$ cat src/rtl/agc_pkg.sv
// Shared types, constants and the microcode ROM for the gain-control block.
// Used by agc_gain_smoothed; no dependencies of its own.
package agc_pkg;

	localparam int SMP_W   = 16;
	localparam int ENV_W   = 23;
	localparam int GAIN_W  = 24;
	localparam int COEF_W  = 24;
	localparam int RATE_W  = 16;
	localparam int CFG_W   = 24;
	localparam int IDX_W   = 3;
	localparam int DVD_W   = 39;   // target_amplitude << 16
	localparam int DCNT_W  = 6;
	localparam int PROD_W  = 49;
	localparam int ACC_W   = 48;
	localparam int STEP_W  = 5;

	localparam logic [ENV_W-1:0]  ENV_MAX    = 23'h7FFFFF;
	localparam logic [GAIN_W-1:0] GAIN_MAX   = 24'hFFFFFF;
	localparam logic [GAIN_W-1:0] UNITY_GAIN = 24'd65536;
	localparam logic [ENV_W-1:0]  ENV_RESET  = 23'd2097152;
	localparam logic [DCNT_W-1:0] DIV_STEPS  = 6'd39;

	localparam logic [COEF_W-1:0] ATTACK_RESET = 24'd16753911;
	localparam logic [COEF_W-1:0] DECAY_RESET  = 24'd16777041;
	localparam logic [RATE_W-1:0] SMOOTH_RESET = 16'd6554;
	localparam logic [GAIN_W-1:0] MAXSTEP_RESET = 24'd65536;
	localparam logic [ENV_W-1:0]  TARGET_RESET = 23'd2097152;
	localparam logic [ENV_W-1:0]  MINEST_RESET = 23'd256;
	localparam logic [GAIN_W-1:0] BYPASS_RESET = 24'd65536;

	typedef enum logic [IDX_W-1:0] {
		REG_AGC_ENABLE  = 3'd0,
		REG_ATTACK_COEF = 3'd1,
		REG_DECAY_COEF  = 3'd2,
		REG_SMOOTH_RATE = 3'd3,
		REG_MAX_STEP    = 3'd4,
		REG_TARGET_AMP  = 3'd5,
		REG_MIN_EST     = 3'd6,
		REG_BYPASS_GAIN = 3'd7
	} reg_idx_t;

	typedef enum logic [4:0] {
		OP_NOP, OP_DIV_RELOAD, OP_DIV_STEP, OP_RELOAD_WB, OP_MAG, OP_SEL_COEF,
		OP_MUL_ENV, OP_MUL_MAG, OP_ACC_ADD, OP_ENV_WB, OP_DIV_TG, OP_TG_WB,
		OP_DIFF, OP_CLAMP, OP_MUL_STEP, OP_RND_STEP, OP_GAIN_UPD, OP_BYPASS,
		OP_MUL_OUT, OP_RND_OUT, OP_OUT_WR
	} op_t;

	typedef enum logic [2:0] {
		COND_NONE, COND_ALWAYS, COND_NO_IN, COND_NO_RESTART, COND_AGC_OFF,
		COND_DIV_MORE, COND_OUT_BUSY
	} cond_t;

	typedef logic [STEP_W-1:0] step_t;

	typedef struct packed {
		logic  take_in;
		op_t   op;
		cond_t cond;
		step_t target;
	} ctrl_word_t;

	localparam step_t STEP_IDLE        = 5'd0;
	localparam step_t STEP_CHK_RST     = 5'd1;
	localparam step_t STEP_DIV_RELOAD  = 5'd2;
	localparam step_t STEP_RELOAD_LOOP = 5'd3;
	localparam step_t STEP_RELOAD_WB   = 5'd4;
	localparam step_t STEP_MAG         = 5'd5;
	localparam step_t STEP_SEL_COEF    = 5'd6;
	localparam step_t STEP_MUL_ENV     = 5'd7;
	localparam step_t STEP_MUL_MAG     = 5'd8;
	localparam step_t STEP_ACC_ADD     = 5'd9;
	localparam step_t STEP_ENV_WB      = 5'd10;
	localparam step_t STEP_DIV_TG      = 5'd11;
	localparam step_t STEP_TG_LOOP     = 5'd12;
	localparam step_t STEP_TG_WB       = 5'd13;
	localparam step_t STEP_DIFF        = 5'd14;
	localparam step_t STEP_CLAMP       = 5'd15;
	localparam step_t STEP_MUL_STEP    = 5'd16;
	localparam step_t STEP_RND_STEP    = 5'd17;
	localparam step_t STEP_GAIN_UPD    = 5'd18;
	localparam step_t STEP_BYPASS      = 5'd19;
	localparam step_t STEP_MUL_OUT     = 5'd20;
	localparam step_t STEP_RND_OUT     = 5'd21;
	localparam step_t STEP_WAIT_OUT    = 5'd22;
	localparam step_t STEP_OUT_WR      = 5'd23;

	function automatic ctrl_word_t cw_make(logic ti, op_t op, cond_t c, step_t t);
		ctrl_word_t w;
		w.take_in = ti;
		w.op      = op;
		w.cond    = c;
		w.target  = t;
		return w;
	endfunction

	// Taken jump goes to target, otherwise fall through to the next step.
	function automatic ctrl_word_t ucode_rom(step_t pc);
		ctrl_word_t w;
		case (pc)
			STEP_IDLE:        w = cw_make(1'b1, OP_NOP, COND_NO_IN, STEP_IDLE);
			STEP_CHK_RST:     w = cw_make(1'b0, OP_NOP, COND_NO_RESTART, STEP_MAG);
			STEP_DIV_RELOAD:  w = cw_make(1'b0, OP_DIV_RELOAD, COND_NONE, STEP_IDLE);
			STEP_RELOAD_LOOP: w = cw_make(1'b0, OP_DIV_STEP, COND_DIV_MORE,
				STEP_RELOAD_LOOP);
			STEP_RELOAD_WB:   w = cw_make(1'b0, OP_RELOAD_WB, COND_NONE, STEP_IDLE);
			STEP_MAG:         w = cw_make(1'b0, OP_MAG, COND_AGC_OFF, STEP_BYPASS);
			STEP_SEL_COEF:    w = cw_make(1'b0, OP_SEL_COEF, COND_NONE, STEP_IDLE);
			STEP_MUL_ENV:     w = cw_make(1'b0, OP_MUL_ENV, COND_NONE, STEP_IDLE);
			STEP_MUL_MAG:     w = cw_make(1'b0, OP_MUL_MAG, COND_NONE, STEP_IDLE);
			STEP_ACC_ADD:     w = cw_make(1'b0, OP_ACC_ADD, COND_NONE, STEP_IDLE);
			STEP_ENV_WB:      w = cw_make(1'b0, OP_ENV_WB, COND_NONE, STEP_IDLE);
			STEP_DIV_TG:      w = cw_make(1'b0, OP_DIV_TG, COND_NONE, STEP_IDLE);
			STEP_TG_LOOP:     w = cw_make(1'b0, OP_DIV_STEP, COND_DIV_MORE, STEP_TG_LOOP);
			STEP_TG_WB:       w = cw_make(1'b0, OP_TG_WB, COND_NONE, STEP_IDLE);
			STEP_DIFF:        w = cw_make(1'b0, OP_DIFF, COND_NONE, STEP_IDLE);
			STEP_CLAMP:       w = cw_make(1'b0, OP_CLAMP, COND_NONE, STEP_IDLE);
			STEP_MUL_STEP:    w = cw_make(1'b0, OP_MUL_STEP, COND_NONE, STEP_IDLE);
			STEP_RND_STEP:    w = cw_make(1'b0, OP_RND_STEP, COND_NONE, STEP_IDLE);
			STEP_GAIN_UPD:    w = cw_make(1'b0, OP_GAIN_UPD, COND_ALWAYS, STEP_MUL_OUT);
			STEP_BYPASS:      w = cw_make(1'b0, OP_BYPASS, COND_NONE, STEP_IDLE);
			STEP_MUL_OUT:     w = cw_make(1'b0, OP_MUL_OUT, COND_NONE, STEP_IDLE);
			STEP_RND_OUT:     w = cw_make(1'b0, OP_RND_OUT, COND_NONE, STEP_IDLE);
			STEP_WAIT_OUT:    w = cw_make(1'b0, OP_NOP, COND_OUT_BUSY, STEP_WAIT_OUT);
			STEP_OUT_WR:      w = cw_make(1'b0, OP_OUT_WR, COND_ALWAYS, STEP_IDLE);
			default:          w = cw_make(1'b0, OP_NOP, COND_ALWAYS, STEP_IDLE);
		endcase
		return w;
	endfunction

endpackage

$ cat src/rtl/agc_gain_smoothed.sv
// Automatic gain control: attack/decay envelope, serial divider for the target
// gain, slew-limited smoothed gain. Depends on agc_pkg (microcode ROM, types).
// One word is in work at a time: a new word is taken only once the last one is written out.
// A restart word first runs the reload division; bypass (AGC off) skips to output scaling.
// The restoring divider produces one quotient bit per cycle.
// arst_n clears the sequencer, the output valid and reloads registers and state.
module agc_gain_smoothed (
	input  logic        clk,
	input  logic        arst_n,
	input  logic        s_tvalid,
	output logic        s_tready,
	input  logic [15:0] s_tdata,   // [15:0] sample_in
	input  logic        s_tuser,   // [0] restart
	output logic        m_tvalid,
	input  logic        m_tready,
	output logic [39:0] m_tdata,   // [15:0] sample_out, [39:16] gain_out
	input  logic        cfg_we,
	input  logic [2:0]  cfg_index,
	input  logic [23:0] cfg_data
);

	// Configuration registers
	logic                         agc_en_q;
	logic [agc_pkg::COEF_W-1:0]   attack_q, decay_q;
	logic [agc_pkg::RATE_W-1:0]   smooth_q;
	logic [agc_pkg::GAIN_W-1:0]   max_step_q, bypass_q;
	logic [agc_pkg::ENV_W-1:0]    target_q, min_est_q;

	// Sequencer
	agc_pkg::step_t      pc_q, pc_d;
	agc_pkg::ctrl_word_t cw;
	logic                cond_hit, s_fire;

	// Persistent state
	logic [agc_pkg::ENV_W-1:0]  env_q;
	logic [agc_pkg::GAIN_W-1:0] gain_q;

	// Datapath registers
	logic [15:0]                 x_q;
	logic                        rst_q;
	logic [agc_pkg::ENV_W-1:0]   mag_q;
	logic [agc_pkg::COEF_W-1:0]  coef_q;
	logic [24:0]                 ncoef_q;
	logic [agc_pkg::PROD_W-1:0]  prod_q;
	logic [agc_pkg::ACC_W-1:0]   acc_q;
	logic [agc_pkg::GAIN_W-1:0]  tg_q, dmag_q, app_q;
	logic [25:0]                 diff_q;
	logic                        dneg_q;
	logic [24:0]                 stepm_q, ym_q;
	logic [15:0]                 out_smp_q;
	logic [agc_pkg::GAIN_W-1:0]  out_gain_q;
	logic                        m_tvalid_q;

	// Serial divider
	logic [23:0]                 rem_q, dvs_q;
	logic [agc_pkg::DVD_W-1:0]   quo_q;
	logic [agc_pkg::DCNT_W-1:0]  dcnt_q;
	logic [24:0]                 trial, trial_sub;
	logic                        trial_ge;

	// Combinational datapath
	logic [24:0]                 mul_a;
	logic [23:0]                 mul_b;
	logic [agc_pkg::PROD_W-1:0]  prod_d;
	logic [16:0]                 xabs;
	logic [24:0]                 mag_full;
	logic [agc_pkg::ENV_W-1:0]   mag_sat, env_sat, env_floor, reload_env;
	logic [agc_pkg::COEF_W-1:0]  coef_sel;
	logic [23:0]                 env_raw;
	logic [agc_pkg::GAIN_W-1:0]  tg_sat, dmag_d, gain_new;
	logic [25:0]                 diff_d, diff_abs;
	logic [40:0]                 rnd_sum;
	logic [26:0]                 g_up, g_dn;
	logic [15:0]                 y_sat;

	//------------------------------------------------------------------
	// Configuration writes; indexes are fully decoded by the 3-bit port
	//------------------------------------------------------------------
	always_ff @(posedge clk or negedge arst_n) begin
		if (!arst_n) begin
			agc_en_q   <= 1'b1;
			attack_q   <= agc_pkg::ATTACK_RESET;
			decay_q    <= agc_pkg::DECAY_RESET;
			smooth_q   <= agc_pkg::SMOOTH_RESET;
			max_step_q <= agc_pkg::MAXSTEP_RESET;
			target_q   <= agc_pkg::TARGET_RESET;
			min_est_q  <= agc_pkg::MINEST_RESET;
			bypass_q   <= agc_pkg::BYPASS_RESET;
		end else if (cfg_we) begin
			case (cfg_index)
				agc_pkg::REG_AGC_ENABLE:  agc_en_q   <= cfg_data[0];
				agc_pkg::REG_ATTACK_COEF: attack_q   <= cfg_data;
				agc_pkg::REG_DECAY_COEF:  decay_q    <= cfg_data;
				agc_pkg::REG_SMOOTH_RATE: smooth_q   <= cfg_data[15:0];
				agc_pkg::REG_MAX_STEP:    max_step_q <= cfg_data;
				agc_pkg::REG_TARGET_AMP:  target_q   <= cfg_data[22:0];
				agc_pkg::REG_MIN_EST:     min_est_q  <= cfg_data[22:0];
				agc_pkg::REG_BYPASS_GAIN: bypass_q   <= cfg_data;
				default: ;
			endcase
		end
	end

	//------------------------------------------------------------------
	// Microcode sequencer: fetch the control word, evaluate its jump
	//------------------------------------------------------------------
	assign cw       = agc_pkg::ucode_rom(pc_q);
	assign s_tready = cw.take_in;
	assign s_fire   = s_tvalid && cw.take_in;

	always_comb begin
		case (cw.cond)
			agc_pkg::COND_NONE:       cond_hit = 1'b0;
			agc_pkg::COND_ALWAYS:     cond_hit = 1'b1;
			agc_pkg::COND_NO_IN:      cond_hit = !s_fire;
			agc_pkg::COND_NO_RESTART: cond_hit = !rst_q;
			agc_pkg::COND_AGC_OFF:    cond_hit = !agc_en_q;
			// stay in the loop until the last quotient bit is being produced
			agc_pkg::COND_DIV_MORE:   cond_hit = (dcnt_q != agc_pkg::DCNT_W'(1));
			agc_pkg::COND_OUT_BUSY:   cond_hit = m_tvalid_q && !m_tready;
			default:                  cond_hit = 1'b0;
		endcase
	end

	assign pc_d = cond_hit ? cw.target : pc_q + agc_pkg::STEP_W'(1);

	//------------------------------------------------------------------
	// Restoring divider step: one quotient bit per cycle
	//------------------------------------------------------------------
	assign trial     = {rem_q, quo_q[agc_pkg::DVD_W-1]};
	assign trial_ge  = trial >= {1'b0, dvs_q};
	assign trial_sub = trial - {1'b0, dvs_q};

	//------------------------------------------------------------------
	// Shared multiplier, operands chosen by the current op
	//------------------------------------------------------------------
	assign xabs = x_q[15] ? 17'd0 - {x_q[15], x_q} : {1'b0, x_q};

	always_comb begin
		case (cw.op)
			agc_pkg::OP_MUL_ENV: begin
				mul_a = {1'b0, coef_q};
				mul_b = {1'b0, env_q};
			end
			agc_pkg::OP_MUL_MAG: begin
				mul_a = ncoef_q;
				mul_b = {1'b0, mag_q};
			end
			agc_pkg::OP_MUL_STEP: begin
				mul_a = {1'b0, dmag_q};
				mul_b = {8'd0, smooth_q};
			end
			agc_pkg::OP_MUL_OUT: begin
				mul_a = {8'd0, xabs};
				mul_b = app_q;
			end
			default: begin
				mul_a = '0;
				mul_b = '0;
			end
		endcase
	end

	assign prod_d = {24'd0, mul_a} * {25'd0, mul_b};

	// |x| in Q15.8, most negative sample saturates
	assign mag_full = {xabs, 8'd0};
	assign mag_sat  = (mag_full > {2'b0, agc_pkg::ENV_MAX}) ? agc_pkg::ENV_MAX
		: mag_full[22:0];

	// Attack pole when the input rises above the envelope
	assign coef_sel = (mag_q > env_q) ? attack_q : decay_q;

	// Envelope write-back: saturate, then floor at the minimum estimate
	assign env_raw   = acc_q[47:24];
	assign env_sat   = (env_raw > {1'b0, agc_pkg::ENV_MAX}) ? agc_pkg::ENV_MAX
		: env_raw[22:0];
	assign env_floor = (env_sat < min_est_q) ? min_est_q : env_sat;

	// Quotient saturation; a zero divisor yields all ones and saturates too
	assign reload_env = (quo_q > {16'd0, agc_pkg::ENV_MAX}) ? agc_pkg::ENV_MAX
		: quo_q[22:0];
	assign tg_sat     = (quo_q > {15'd0, agc_pkg::GAIN_MAX}) ? agc_pkg::GAIN_MAX
		: quo_q[23:0];

	// Gain delta clamped to +-max_gain_step, kept as sign and magnitude
	assign diff_d   = {2'b0, tg_q} - {2'b0, gain_q};
	assign diff_abs = diff_q[25] ? 26'd0 - diff_q : diff_q;
	assign dmag_d   = (diff_abs > {2'b0, max_step_q}) ? max_step_q : diff_abs[23:0];

	// Round half away from zero on the magnitude
	assign rnd_sum = {1'b0, prod_q[39:0]} + 41'd32768;

	// Gain update with clamp to 0..GAIN_MAX
	assign g_up = {3'b0, gain_q} + {2'b0, stepm_q};
	assign g_dn = {3'b0, gain_q} - {2'b0, stepm_q};
	always_comb begin
		if (dneg_q)
			gain_new = g_dn[26] ? '0 : g_dn[23:0];
		else
			gain_new = (g_up > {3'b0, agc_pkg::GAIN_MAX}) ? agc_pkg::GAIN_MAX
				: g_up[23:0];
	end

	// Output saturation to 16 bits
	always_comb begin
		if (x_q[15])
			y_sat = (ym_q > 25'd32768) ? 16'h8000 : 16'd0 - ym_q[15:0];
		else
			y_sat = (ym_q > 25'd32767) ? 16'h7FFF : ym_q[15:0];
	end

	//------------------------------------------------------------------
	// Control and state registers
	//------------------------------------------------------------------
	always_ff @(posedge clk or negedge arst_n) begin
		if (!arst_n) begin
			pc_q       <= agc_pkg::STEP_IDLE;
			m_tvalid_q <= 1'b0;
			dcnt_q     <= '0;
			env_q      <= agc_pkg::ENV_RESET;
			gain_q     <= agc_pkg::UNITY_GAIN;
		end else begin
			pc_q <= pc_d;
			// set on write; the wait step guarantees the slot is free
			if (cw.op == agc_pkg::OP_OUT_WR)
				m_tvalid_q <= 1'b1;
			else if (m_tready)
				m_tvalid_q <= 1'b0;
			case (cw.op)
				agc_pkg::OP_DIV_RELOAD, agc_pkg::OP_DIV_TG: dcnt_q <= agc_pkg::DIV_STEPS;
				agc_pkg::OP_DIV_STEP: dcnt_q <= dcnt_q - agc_pkg::DCNT_W'(1);
				agc_pkg::OP_RELOAD_WB: begin
					env_q  <= reload_env;
					gain_q <= agc_pkg::UNITY_GAIN;
				end
				agc_pkg::OP_ENV_WB:   env_q  <= env_floor;
				agc_pkg::OP_GAIN_UPD: gain_q <= gain_new;
				default: ;
			endcase
		end
	end

	//------------------------------------------------------------------
	// Datapath payload registers
	//------------------------------------------------------------------
	always_ff @(posedge clk) begin
		// hold the accepted word for the whole program
		if (s_fire) begin
			x_q   <= s_tdata;
			rst_q <= s_tuser;
		end
		case (cw.op)
			agc_pkg::OP_DIV_RELOAD: begin
				rem_q <= '0;
				quo_q <= {target_q, 16'd0};
				dvs_q <= bypass_q;
			end
			agc_pkg::OP_DIV_TG: begin
				rem_q <= '0;
				quo_q <= {target_q, 16'd0};
				dvs_q <= {1'b0, env_q};
			end
			agc_pkg::OP_DIV_STEP: begin
				rem_q <= trial_ge ? trial_sub[23:0] : trial[23:0];
				quo_q <= {quo_q[agc_pkg::DVD_W-2:0], trial_ge};
			end
			agc_pkg::OP_MAG: mag_q <= mag_sat;
			agc_pkg::OP_SEL_COEF: begin
				coef_q  <= coef_sel;
				ncoef_q <= 25'h1000000 - {1'b0, coef_sel};
			end
			agc_pkg::OP_MUL_ENV, agc_pkg::OP_MUL_STEP, agc_pkg::OP_MUL_OUT:
				prod_q <= prod_d;
			agc_pkg::OP_MUL_MAG: begin
				// start the sum with a*env plus the rounding half
				acc_q  <= prod_q[47:0] + 48'h800000;
				prod_q <= prod_d;
			end
			agc_pkg::OP_ACC_ADD:  acc_q   <= acc_q + prod_q[47:0];
			agc_pkg::OP_TG_WB:    tg_q    <= tg_sat;
			agc_pkg::OP_DIFF:     diff_q  <= diff_d;
			agc_pkg::OP_CLAMP: begin
				dneg_q <= diff_q[25];
				dmag_q <= dmag_d;
			end
			agc_pkg::OP_RND_STEP: stepm_q <= rnd_sum[40:16];
			agc_pkg::OP_GAIN_UPD: app_q   <= gain_new;
			agc_pkg::OP_BYPASS:   app_q   <= bypass_q;
			agc_pkg::OP_RND_OUT:  ym_q    <= rnd_sum[40:16];
			agc_pkg::OP_OUT_WR: begin
				out_smp_q  <= y_sat;
				out_gain_q <= app_q;
			end
			default: ;
		endcase
	end

	assign m_tvalid = m_tvalid_q;
	assign m_tdata  = {out_gain_q, out_smp_q};

endmodule

$ cat config.mk
export PLATFORM = sky130hd
export DESIGN_NAME = agc_gain_smoothed
export DESIGN_NICKNAME = d
export VERILOG_FILES = /design/src/rtl/agc_pkg.sv /design/src/rtl/agc_gain_smoothed.sv
export SDC_FILE = /design/constraint.sdc
export NUM_CORES = 2
export LEC_CHECK = 0
export ABC_CLOCK_PERIOD_IN_PS = 9100
export BUFFER_PORTS_ARGS = -buffer_cell sky130_fd_sc_hd__clkbuf_2
export CORE_ASPECT_RATIO = 0.9
export CORE_MARGIN = 4
export CORE_UTILIZATION = 55
export DETAILED_ROUTE_END_ITERATION = 10
export HOLD_SLACK_MARGIN = 0.02
export PLACE_DENSITY = 0.85
export SLEW_MARGIN = 0
export SYNTH_ARGS = -nofsm -noshare
export SYNTH_HDL_FRONTEND = slang
export SYNTH_SLANG_ARGS = --single-unit
$ cat constraint.sdc
create_clock -name clk -period 9.1 [get_ports clk]
set_input_delay 1.82 -clock clk [delete_from_list [all_inputs] [get_ports clk]]
set_output_delay 1.82 -clock clk [all_outputs]
set_load 0.05 [all_outputs]
==> run metrics <==
largest net degree at the start of global routing=92; die area=111500 um2; CTS tree=yes; CTS H-tree depth=3; Synth Register Bits=670; delay-heaviest family, CP=adder cells; post-DP HPWL=145900 um; vias in the first global route=48341; clock root buffer=clkbuf_16; Max Clk Rate=106.6 MHz; final setup vio count=7; uppermost routed layer=met5; Critical Path Stages=38; violated checks=negative setup slack; worst r2r src=pc_q[1]; max_cap viols=0; final setup skew=0.06243 ns; syn_area_per_cell=9.739 um2; Syn. warnings=0; I/O pins=91; post-route cell area=67950 um2; first-pass GRT wire length=290700 um; Overall Global Routing Usage=0.3449; First-pass DRT Iterations=8; GR Overflow Total=0; min Tclk post-route=9.385 ns; CTS buffer count=74; CP max FO=10; drt initial violations=6057; GP Congestion=1.026; Mapped Cells=5999; Lkg Pwr=30.02 nW; Worst IR Drop VDD=0.2911 mV; largest cells by area after synthesis=edfxtp_1 23%, fa_1 17%, ha_1 8.5%, dfrtp_1 7.2%, inv_1 5.6%; area share of the largest cell type after synthesis=0.2323; drc violations=0; DR WL met3=27620 um; Area Overhead vs Synth=16.30%; Final ANT Viol Nets=0; asr flop ratio synth=0.3254; chip width=351.5 um; layout cell share with drive strength beyond 1=0.1927; Netlist cell types=86; worst reg-to-reg path cell count=38; Fin Setup TNS=-1.282 ns; met2 wire length=82190 um; # hold bufs at CTS=0; startpoint type of the worst setup path=flop; PwrDens=316.5 nW/um2; wire length on met1=71670 um; Crit path top cell by count=buf_4; Primary FF master, synth=edfxtp_1; Slew Viols, Final=0; CP arrival=9.78 ns; Mapped Area=58420 um2; starting density of the core=0.5539; Final Cycle Share=1.031; vias=49008; Die Height=317.2 um; RR Endpoint=prod_q[46]; clock sink total=670; initial antenna violation count=10; input/output buffers=90; Worst Setup EP=prod_q[46]; final hold slack=0.4646 ns; worst hold-check path type=flop to flop; DR WL/cell=24.79 um; EDFF count, synth=452; Critical Path RT=9.49 ns; Buf+Inv Stages, Crit Path=12; Hold Vio Cnt, Final=0; post-route setup slack=-0.2848 ns; # nets final=7355; Crit path largest cell delay=0.57 ns; Clk Latency, worst-skew pair=0.70 ns; sequential area share after synthesis=0.3268; Rows=113; clock-pin slew on the worst setup and hold paths=0.06 ns; Worst-Margin Slew=1.312 ns; CTS Buffer Depth=3; post-placement setup slack=-0.3363 ns; core footprint=105500 um2; CP startpoint=pc_q[1]; FF-to-FF setup slack=-0.28 ns; status=finished with violations; placement-stage cell area=63600 um2; critical path capture point type=flop; Crit Path Category=flop to flop; RSZ-0062 raised after global routing=yes; vias per cell=6.248; final WL=194500 um; slowest stage cell, crit path=fa_1; post-synth top area cell=edfxtp_1; Worst slew margin=0.1246
[state kept, by name, indices dropped and copies added, names as in the netlist, 25 cells and up]
name	count
acc_q	48
diff_q	25
ym_q	25
prod_q	48
quo_q	39
stepm_q	25
[power breakdown]
group / internal, W / leakage (nW) / switching [W]
Combinational: 0.00505 / 22.2 / 0.00759
Sequential: 0.00468 / 6.57 / 0.000994
Clock: 0.00183 / 1.26 / 0.00137
Total: 0.0116 / 30.0 / 0.00995
[kinds of logic (layout without fill, tap and decap cells)]
group,count (synthesis),after routing,share of synthesized area
AO/OA/AOI/OAI,1017,1017,0.1175
XOR/XNOR,231,231,0.03463
adder cells (fa/ha/maj),906,906,0.2593
buffers and inverters,1134,1588,0.07318
flip-flops,670,670,0.3268
multiplexers,248,248,0.04673
other,2,11,0.0001285
AND/OR/NAND/NOR,1791,1793,0.1417
[through the flow]
step,util,power [W],instances
2_1_floorplan,-,0.01231,6005
3_3_place_gp,0.6030,0.01671,7636
3_5_place_dp,0.6030,0.01698,7636
4_1_cts,0.6366,0.02072,7814
5_1_grt,0.6442,0.02254,7842
6_report,0.6442,0.02151,7844
[metal layers]
metal	global-route usage	up-vias
met1	0.4534	23858
met2	0.4974	3276
met4	0.1877	14
li1	-	21151
met3	0.1257	709
met5	0	-
[cell usage in the layout, fill, tap and decap left out, types with 31 or more instances in the layout]
master,instances
a211oi_1,55
a21o_1,104
a21oi_1,196
a22o_1,35
a22oi_1,31
and2_1,64
buf_12,54
buf_4,400
clkbuf_16,79
clkbuf_2,89
dfrtp_1,166
dfstp_2,51
edfxtp_1,452
fa_1,473
fa_2,35
ha_1,374
inv_1,851
mux2_2,197
mux2i_1,50
nand2_1,760
nand2b_1,48
nand3_1,71
nand4_1,48
nor2_1,343
nor2b_1,38
nor3_1,112
nor4_1,68
o21a_1,37
o21ai_0,183
o22ai_1,45
or2_2,59
or3_1,52
xnor2_1,126
xor2_1,101
[final cells by class]
| cell class | instances | area [um2] |
|---|---|---|
| Antenna cell | 3 | 7.507 |
| Clock buffer | 99 | 2102 |
| Clock inverter | 38 | 474.2 |
| Fill cell | 7805 | 37530 |
| Inverter | 871 | 3269 |
| Multi-Input combinational cell | 4203 | 36200 |
| Sequential cell | 670 | 19090 |
| Tap cell | 1380 | 1727 |
| Timing Repair Buffer | 580 | 5079 |
[synth_stat cells, types with 27 or more instances]
master    count
a211oi_1     57
a21o_1      104
a21oi_1     212
a221o_1      31
a221oi_1     37
a22o_1       36
a22oi_1      33
a31oi_1      27
and2_1       66
clkbuf_1    241
dfrtp_1     167
dfstp_2      51
edfxtp_1    452
fa_1        508
ha_1        398
inv_1       870
mux2_2      198
mux2i_1      50
nand2_1     770
nand2b_1     49
nand3_1      75
nand4_1      48
nor2_1      364
nor2b_1      39
nor3_1      114
nor4_1       71
o21a_1       37
o21ai_0     200
o22ai_1      47
or2_2        59
or3_1        53
xnor2_1     129
xor2_1      102
[how the worst min path moves through the flow]
stage / startpoint / end / slack (ns) / cells past startpoint
2_1_floorplan: app_q[0] / out_gain_q[0] / 0.43 / 0
3_3_place_gp: app_q[8] / out_gain_q[8] / 0.45 / 0
3_5_place_dp: app_q[8] / out_gain_q[8] / 0.45 / 0
4_1_cts: app_q[8] / out_gain_q[8] / 0.47 / 0
5_1_grt: app_q[8] / out_gain_q[8] / 0.48 / 0
6_report: app_q[8] / out_gain_q[8] / 0.46 / 0
[timing repair]
item / 4_1_cts / 5_1_grt
setup endpoints to repair: 13 / 27
cloned: 8 / 0
pin swaps: 43 / 123
setup buffers: 34 / 28
gates resized for setup: 104 / 133
hold endpoints to repair: 0 / 0
No activity file was read; power rests on OpenSTA's default activity.
